### config.mk
export PLATFORM = sky130hd
export DESIGN_NAME = byte_fifo_with_stale_flush_core
export DESIGN_NICKNAME = d
export VERILOG_FILES = /design/src/rtl/core/bfsf_pkg.sv /design/src/rtl/core/byte_fifo_with_stale_flush_core.sv /design/src/rtl/core/bfsf_ram.sv /design/src/rtl/core/bfsf_ctrl.sv
export SDC_FILE = /design/constraint.sdc
export NUM_CORES = 2
export LEC_CHECK = 0
export ABC_CLOCK_PERIOD_IN_PS = 16400
export BUFFER_PORTS_ARGS = -buffer_cell sky130_fd_sc_hd__buf_2
export CORE_MARGIN = 2
export CORE_UTILIZATION = 44
export CTS_CLUSTER_SIZE = 8
export DETAILED_ROUTE_END_ITERATION = 8
export PLACE_DENSITY_LB_ADDON = 0.15
export REMOVE_ABC_BUFFERS = 1
export SLEW_MARGIN = 10
export SYNTH_ARGS = -nofsm -noshare
export SYNTH_HDL_FRONTEND = slang
export SYNTH_SLANG_ARGS = --single-unit
### constraint.sdc
create_clock -name clk -period 16.4 [get_ports clk]
set_input_delay 2.46 -clock clk [delete_from_list [all_inputs] [get_ports clk]]
set_output_delay 2.46 -clock clk [all_outputs]
set_load 0.1 [all_outputs]
### src/rtl/core/bfsf_pkg.sv
`timescale 1ns / 1ps

package bfsf_pkg;

  localparam int DEPTH         = 256;
  localparam int MAX_READ      = 8;
  localparam int PTR_W         = $clog2(DEPTH);
  localparam int DATA_W        = 8;
  localparam int KIND_W        = 3;
  localparam int LEN_W         = 4;
  localparam int LEVEL_W       = 8;
  localparam int TMO_W         = 8;
  localparam int AGE_W         = 8;
  localparam int REM_W         = $clog2(MAX_READ + 1);
  localparam int CMP_W0        = (PTR_W > LEN_W) ? PTR_W : LEN_W;
  localparam int CMP_W         = (CMP_W0 > REM_W) ? CMP_W0 : REM_W;
  localparam int LVX_W         = (PTR_W > LEVEL_W) ? PTR_W : LEVEL_W;

  localparam logic [TMO_W-1:0]   TIMEOUT_RESET = TMO_W'(30);
  localparam logic [AGE_W-1:0]   AGE_MAX       = '1;
  localparam logic [LEVEL_W-1:0] LEVEL_MAX     = '1;

  localparam logic [KIND_W-1:0] KIND_PUSH    = 3'd0;
  localparam logic [KIND_W-1:0] KIND_READ    = 3'd1;
  localparam logic [KIND_W-1:0] KIND_TICK    = 3'd2;
  localparam logic [KIND_W-1:0] KIND_DISCARD = 3'd3;
  localparam logic [KIND_W-1:0] KIND_EXPIRE  = 3'd4;

  typedef enum logic [1:0] {
    ST_IDLE = 2'b01,
    ST_READ = 2'b10
  } state_t;

  typedef struct packed {
    logic              we;
    logic [PTR_W-1:0]  waddr;
    logic [DATA_W-1:0] wdata;
    logic              re;
    logic [PTR_W-1:0]  raddr;
  } ram_req_t;

  typedef struct packed {
    logic               valid;
    logic               ok;
    logic               last;
    logic               from_ram;
    logic [LEVEL_W-1:0] level;
  } res_t;

  function automatic logic [PTR_W-1:0] ptr_inc(input logic [PTR_W-1:0] p);
    logic [PTR_W-1:0] n;
    n = (p == PTR_W'(DEPTH - 1)) ? '0 : p + 1'b1;
    return n;
  endfunction

  function automatic logic [PTR_W-1:0] held(input logic [PTR_W-1:0] w,
                                            input logic [PTR_W-1:0] r);
    logic [PTR_W:0] s;
    if (w >= r) begin
      s = {1'b0, w} - {1'b0, r};
    end else begin
      s = {1'b0, w} + (PTR_W+1)'(DEPTH) - {1'b0, r};
    end
    return s[PTR_W-1:0];
  endfunction

  function automatic logic [LEVEL_W-1:0] sat_level(input logic [PTR_W-1:0] h);
    logic [LVX_W-1:0] x;
    logic [LEVEL_W-1:0] l;
    x = LVX_W'(h);
    l = (x > LVX_W'(LEVEL_MAX)) ? LEVEL_MAX : x[LEVEL_W-1:0];
    return l;
  endfunction

endpackage

### src/rtl/core/byte_fifo_with_stale_flush_core.sv
// results come the cycle after their item is taken; read bytes also pass state and ram regs
// push, tick, discard, expiry, zero-length and refused reads: one item per cycle while not busy
// granted read of n bytes: busy while its bytes are read, one byte per cycle from the byte ram
// the receiver cannot stall; results are strobed for one cycle
// synchronous active-low reset: fifo empty, age zero, timeout 30; byte ram not cleared
`timescale 1ns / 1ps

module byte_fifo_with_stale_flush_core (
  input  logic                           clk,
  input  logic                           rst_n,
  input  logic                           start,
  output logic                           busy,
  input  logic [bfsf_pkg::KIND_W-1:0]    in_kind,
  input  logic [bfsf_pkg::DATA_W-1:0]    in_data_in,
  input  logic [bfsf_pkg::LEN_W-1:0]     in_read_length,
  input  logic                           cfg_we,
  input  logic [bfsf_pkg::TMO_W-1:0]     cfg_wdata,
  output logic                           out_valid,
  output logic                           out_ok,
  output logic [bfsf_pkg::DATA_W-1:0]    out_data_out,
  output logic                           out_last,
  output logic [bfsf_pkg::LEVEL_W-1:0]   out_level
);
  import bfsf_pkg::*;

  ram_req_t          ram_req;
  res_t              res;
  logic [DATA_W-1:0] ram_q;

  bfsf_ctrl u_ctrl (
    .clk            (clk),
    .rst_n          (rst_n),
    .start          (start),
    .busy           (busy),
    .in_kind        (in_kind),
    .in_data_in     (in_data_in),
    .in_read_length (in_read_length),
    .cfg_we         (cfg_we),
    .cfg_wdata      (cfg_wdata),
    .ram_req        (ram_req),
    .res            (res)
  );

  bfsf_ram #(
    .AW    (PTR_W),
    .DW    (DATA_W),
    .WORDS (DEPTH)
  ) u_ram (
    .clk   (clk),
    .we    (ram_req.we),
    .waddr (ram_req.waddr),
    .wdata (ram_req.wdata),
    .re    (ram_req.re),
    .raddr (ram_req.raddr),
    .rdata (ram_q)
  );

  assign out_valid    = res.valid;
  assign out_ok       = res.ok;
  assign out_last     = res.last;
  assign out_level    = res.level;
  assign out_data_out = res.from_ram ? ram_q : '0;

endmodule

### src/rtl/core/bfsf_ram.sv
`timescale 1ns / 1ps

module bfsf_ram #(
  parameter int AW    = 8,
  parameter int DW    = 8,
  parameter int WORDS = 256
) (
  input  logic          clk,
  input  logic          we,
  input  logic [AW-1:0] waddr,
  input  logic [DW-1:0] wdata,
  input  logic          re,
  input  logic [AW-1:0] raddr,
  output logic [DW-1:0] rdata
);

  logic [DW-1:0] mem [WORDS];
  logic [DW-1:0] rdata_r;

  always_ff @(posedge clk) begin
    if (we) begin
      mem[waddr] <= wdata;
    end
    if (re) begin
      rdata_r <= mem[raddr];
    end
  end

  assign rdata = rdata_r;

endmodule

### src/rtl/core/bfsf_ctrl.sv
`timescale 1ns / 1ps

module bfsf_ctrl (
  input  logic                          clk,
  input  logic                          rst_n,
  input  logic                          start,
  output logic                          busy,
  input  logic [bfsf_pkg::KIND_W-1:0]   in_kind,
  input  logic [bfsf_pkg::DATA_W-1:0]   in_data_in,
  input  logic [bfsf_pkg::LEN_W-1:0]    in_read_length,
  input  logic                          cfg_we,
  input  logic [bfsf_pkg::TMO_W-1:0]    cfg_wdata,
  output bfsf_pkg::ram_req_t            ram_req,
  output bfsf_pkg::res_t                res
);
  import bfsf_pkg::*;

  state_t           state_r, state_nxt;
  logic [PTR_W-1:0] wp_r, wp_nxt;
  logic [PTR_W-1:0] rp_r, rp_nxt;
  logic [AGE_W-1:0] age_r, age_nxt;
  logic [TMO_W-1:0] tmo_r;
  logic [REM_W-1:0] rem_r, rem_nxt;
  res_t             res_r, res_nxt;

  logic             accept;
  logic [PTR_W-1:0] held_now;
  logic [CMP_W-1:0] len_ext;
  logic [CMP_W-1:0] held_ext;

  assign accept   = start && (state_r == ST_IDLE);
  assign held_now = held(wp_r, rp_r);
  assign len_ext  = CMP_W'(in_read_length);
  assign held_ext = CMP_W'(held_now);

  always_comb begin
    state_nxt = state_r;
    wp_nxt    = wp_r;
    rp_nxt    = rp_r;
    age_nxt   = age_r;
    rem_nxt   = rem_r;
    res_nxt   = '0;
    ram_req   = '0;
    ram_req.waddr = wp_r;
    ram_req.wdata = in_data_in;
    ram_req.raddr = rp_r;

    case (state_r)
      ST_IDLE: begin
        if (accept) begin
          res_nxt.valid = 1'b1;
          res_nxt.last  = 1'b1;
          case (in_kind)
            KIND_PUSH: begin
              if (ptr_inc(wp_r) != rp_r) begin
                ram_req.we  = 1'b1;
                wp_nxt      = ptr_inc(wp_r);
                age_nxt     = '0;
                res_nxt.ok  = 1'b1;
              end
            end
            KIND_READ: begin
              if (len_ext > CMP_W'(MAX_READ) || held_ext < len_ext) begin
                res_nxt.ok = 1'b0;
              end else if (len_ext == '0) begin
                res_nxt.ok = 1'b1;
              end else begin
                // granted: results come from the read sequencer
                res_nxt   = '0;
                rem_nxt   = len_ext[REM_W-1:0];
                state_nxt = ST_READ;
              end
            end
            KIND_TICK: begin
              if (age_r != AGE_MAX) begin
                age_nxt = age_r + 1'b1;
              end
            end
            KIND_DISCARD: begin
              rp_nxt = wp_r;
            end
            KIND_EXPIRE: begin
              if (held_now != '0 && age_r > tmo_r) begin
                rp_nxt     = wp_r;
                res_nxt.ok = 1'b1;
              end
            end
            default: begin
              res_nxt.ok = 1'b0;
            end
          endcase
        end
      end
      ST_READ: begin
        ram_req.re       = 1'b1;
        rp_nxt           = ptr_inc(rp_r);
        rem_nxt          = rem_r - 1'b1;
        res_nxt.valid    = 1'b1;
        res_nxt.ok       = 1'b1;
        res_nxt.from_ram = 1'b1;
        res_nxt.last     = (rem_r == REM_W'(1));
        if (rem_r == REM_W'(1)) begin
          state_nxt = ST_IDLE;
        end
      end
      default: begin
        state_nxt = ST_IDLE;
      end
    endcase

    res_nxt.level = sat_level(held(wp_nxt, rp_nxt));
  end

  always_ff @(posedge clk) begin
    if (!rst_n) begin
      state_r <= ST_IDLE;
      wp_r    <= '0;
      rp_r    <= '0;
      age_r   <= '0;
      rem_r   <= '0;
      tmo_r   <= TIMEOUT_RESET;
      res_r   <= '0;
    end else begin
      state_r <= state_nxt;
      wp_r    <= wp_nxt;
      rp_r    <= rp_nxt;
      age_r   <= age_nxt;
      rem_r   <= rem_nxt;
      res_r   <= res_nxt;
      if (cfg_we) begin
        tmo_r <= cfg_wdata;
      end
    end
  end

  assign busy = (state_r == ST_READ);
  assign res  = res_r;

endmodule

==> key figures <==
Status
  – Status: finished, final reports clean

Synth
  – Post-synth EDFFs: 2,056
  – Synth Area per Inst: between 20 and 25 sq um
  – Netlist Area Pre-Place: 0.0828 sq mm
  – Synth cell count leaders: edfxtp_1 (2,056), mux4_2 (680), nor2_1 (300)
  – Most common cell in the netlist: edfxtp_1
  – Ys Warns: 0
  – Top_reg_cell synth: edfxtp_1
  – Post-synth ARST share: 0
  – Seq/Total Area, Yosys: 0.757
  – Largest area contributor in the netlist: edfxtp_1
  – Yosys reg bits: 2,106
  – Syn Inst Count: 3,716
  – Top post-synthesis cells by area: edfxtp_1 (75%), mux4_2 (18%), nor2_1 (1.4%)
  – Post-synth cell types: 61
  – Area share of the largest cell type after synthesis: 0.745

Critical path
  – Crit-path cells: ha_1 -> nand3_2 -> buf_4 -> nand3_1 -> a31oi_1 -> o211ai_1 -> o21ai_1 -> buf_4 -> nor2_1 -> nand3_1 -> nor2_1
  – WS Path Type: flop to flop
  – Required time worst endpoint: 16.92 ns
  – Delay-heaviest family, CP: simple AND/OR/NAND/NOR gates
  – Worst path bufs/invs: 2
  – Largest stage delay, worst path: 1.01 ns
  – CP endpoint kind: flop
  – CP Data Arrival Time: 6.38 ns
  – CP Max Fanout: 16
  – Slowest CP cell: nor2_1
  – Type of origin of the critical path: flop

Timing
  – Max-slew violations: 0
  – Slew @ Worst Pin: 1.25 ns
  – Slew headroom: 0.164
  – Post-layout min period: 5.86 ns
  – Fmax: 171 MHz
  – Final Cycle Share: 0.357
  – Final setup viols: 0
  – Final Hold Vio Count: 0
  – Total negative slack: 0 ns
  – Final Skew: 0.0796 ns
  – Final setup margin: 10.54 ns
  – RSZ-0062 raised after global routing: false

Detailed routing
  – Drt wl/cell: 32.8 um
  – Pre-Repair DR Iteration Count: 5
  – Final wirelength: 213 mm
  – Vias per std cell: ~6
  – DR DRC count: 0
  – DRT antenna net count: 0
  – Vias after detailed routing: 39,000
  – Initial DRC count: 4,085

Global route
  – Largest net degree at the start of global routing: 146
  – First-pass GRT wire length: 304 mm
  – Vias in the first global route: approximately 40,000
  – GRT Resource Usage Total: 0.223
  – Gr ovfl total: 0
  – Initial antenna violation count: 18

Clocking
  – Num CTS Buffers: 313
  – # Post-CTS Setup Buffers: 0
  – CTS HTree Levels: 5
  – Resize count post-CTS: 0
  – Worst skew pair latency: 0.93 ns
  – Longest Clk Path Bufs: 4
  – Total clock sinks: 2,106
  – CTS tree: built
  – Hold-fix buffers, CTS: 0
  – Clk slew on worst S/H paths: 0.05 ns
  – CTS root buf: clkbuf_16

Floorplanning
  – Die width: 438 um
  – Num rows: about 160
  – Initial core utilization: 0.442
  – Die area: 0.192 sq mm
  – Core area: ~0.19 sq mm
  – Die Span Y: 438 um
  – I/O pin cnt: 47

Placement
  – Gp weighted congestion: 0.841
  – Post-DP HPWL: between 100 and 150 mm
  – # placed instances: 6,099
  – Place WS: 10.17 ns
  – Port Buffers: 46

Layout
  – Non-filler cells, final: between 6,000 and 7,000
  – Area growth, synth to finish: 13.8%
  – Filler cells: 14,700
  – Share of post-route cells with drive strength above 1: 0.286
  – Multi-input logic area: 0.0191 sq mm
  – NumNets Final: 3,982
  – Register area: 0.0628 sq mm

Run
  – Max-capacitance violation count: 0

Pwr
  – Pwr dens: 125 mW/mm^2
  – LEAKAGE: 28.4 nW
  – Maximum VDD drop: 0.0864 mV
  – Overall Power: about 0.012 W

Min path
  – HP Class: flop to flop
-- placed cells by master, fill, tap and decap left out, types with 35 or more instances in the layout --
master / instances
clkbuf_16: 323
clkbuf_1: 62
ha_1: 35
nor2_1: 300
edfxtp_1: 2056
inv_1: 35
dfxtp_1: 46
mux4_2: 680
buf_2: 38
buf_4: 61
-- power by group --
| part | switching, W | internal, W |
|---|---|---|
| Combinational | 0.000181 | 0.0000596 |
| Sequential | 0.00000629 | 0.00592 |
| Clock | 0.00213 | 0.00348 |
| Total | 0.00232 | 0.00946 |
-- metal layers --
| metal | global-route usage | vias to the layer above | routed length (um) |
|---|---|---|---|
| li1 | - | 16000 | - |
| met1 | 0.314 | 21200 | 89300 |
| met2 | 0.357 | 1540 | 104000 |
| met3 | 0.0411 | 309 | 13700 |
| met4 | 0.0679 | 6 | 6010 |
| met5 | 0 | - | 34 |
-- worst register-to-register path, stage by stage (launching register included) --
cell and delay (ns):
dfxtp_1 0.65, ha_1 0.50, nand3_2 0.46, buf_4 0.47, nand3_1 0.18, a31oi_1 0.10, o211ai_1 0.29, o21ai_1 0.11
buf_4 0.20, nor2_1 0.64, nand3_1 0.87, nor2_1 1.02
-- registers in the layout (all words and copies together), names as in the netlist --
signal          cells
u_ctrl.rem_r        4
u_ctrl.res         12
u_ram.rdata         8
u_ctrl.rp_r         8
u_ctrl.tmo_r        8
u_ctrl.wp_r         8
u_ram.mem        2048
u_ctrl.state_r      2
u_ctrl.age_r        8
-- kinds of logic after synthesis --
logic type | share of synthesized area
multiplexers | 0.186
buffers and inverters | 0.0130
AO/OA/AOI/OAI | 0.0110
flip-flops | 0.757
adder cells (fa/ha/maj) | 0.00553
XOR/XNOR | 0.00211
AND/OR/NAND/NOR | 0.0247
-- area by class of cell --
type | instances | share of cell area
diodes | 5 | 0.000133
clock buffers | 385 | 0.0882
clock inverters | 5 | 0.000478
inverters | 37 | 0.00155
multi-input cells | 1351 | 0.202
flip-flops and latches | 2106 | 0.665
well taps | 2495 | 0.0331
repair buffers | 110 | 0.00878
-- per-stage QoR --
stage          utilization  area (sq um)  hold WS (ns)
4_1_cts              0.503         94300         0.491
3_3_place_gp         0.459         85900         0.479
2_1_floorplan            -         81900         0.460
3_5_place_dp         0.459         85900         0.484
5_1_grt              0.503         94300         0.513
6_report             0.503         94300         0.493
-- final timing paths --
path                                 from                           end  slack [ns]  cells past startpoint
min reg2reg  u_ctrl.tmo_r[1]$_SDFFE_PN1P_  u_ctrl.tmo_r[1]$_SDFFE_PN1P_        0.49                      2
max reg2reg     u_ctrl.wp_r[1]$_SDFF_PN0_    u_ram.mem[44][4]$_DFFE_PP_       10.54                     11
min          u_ctrl.tmo_r[1]$_SDFFE_PN1P_  u_ctrl.tmo_r[1]$_SDFFE_PN1P_        0.49                      2
max             u_ctrl.wp_r[1]$_SDFF_PN0_    u_ram.mem[44][4]$_DFFE_PP_       10.54                     11
No activity file was read; power rests on OpenSTA's default activity.
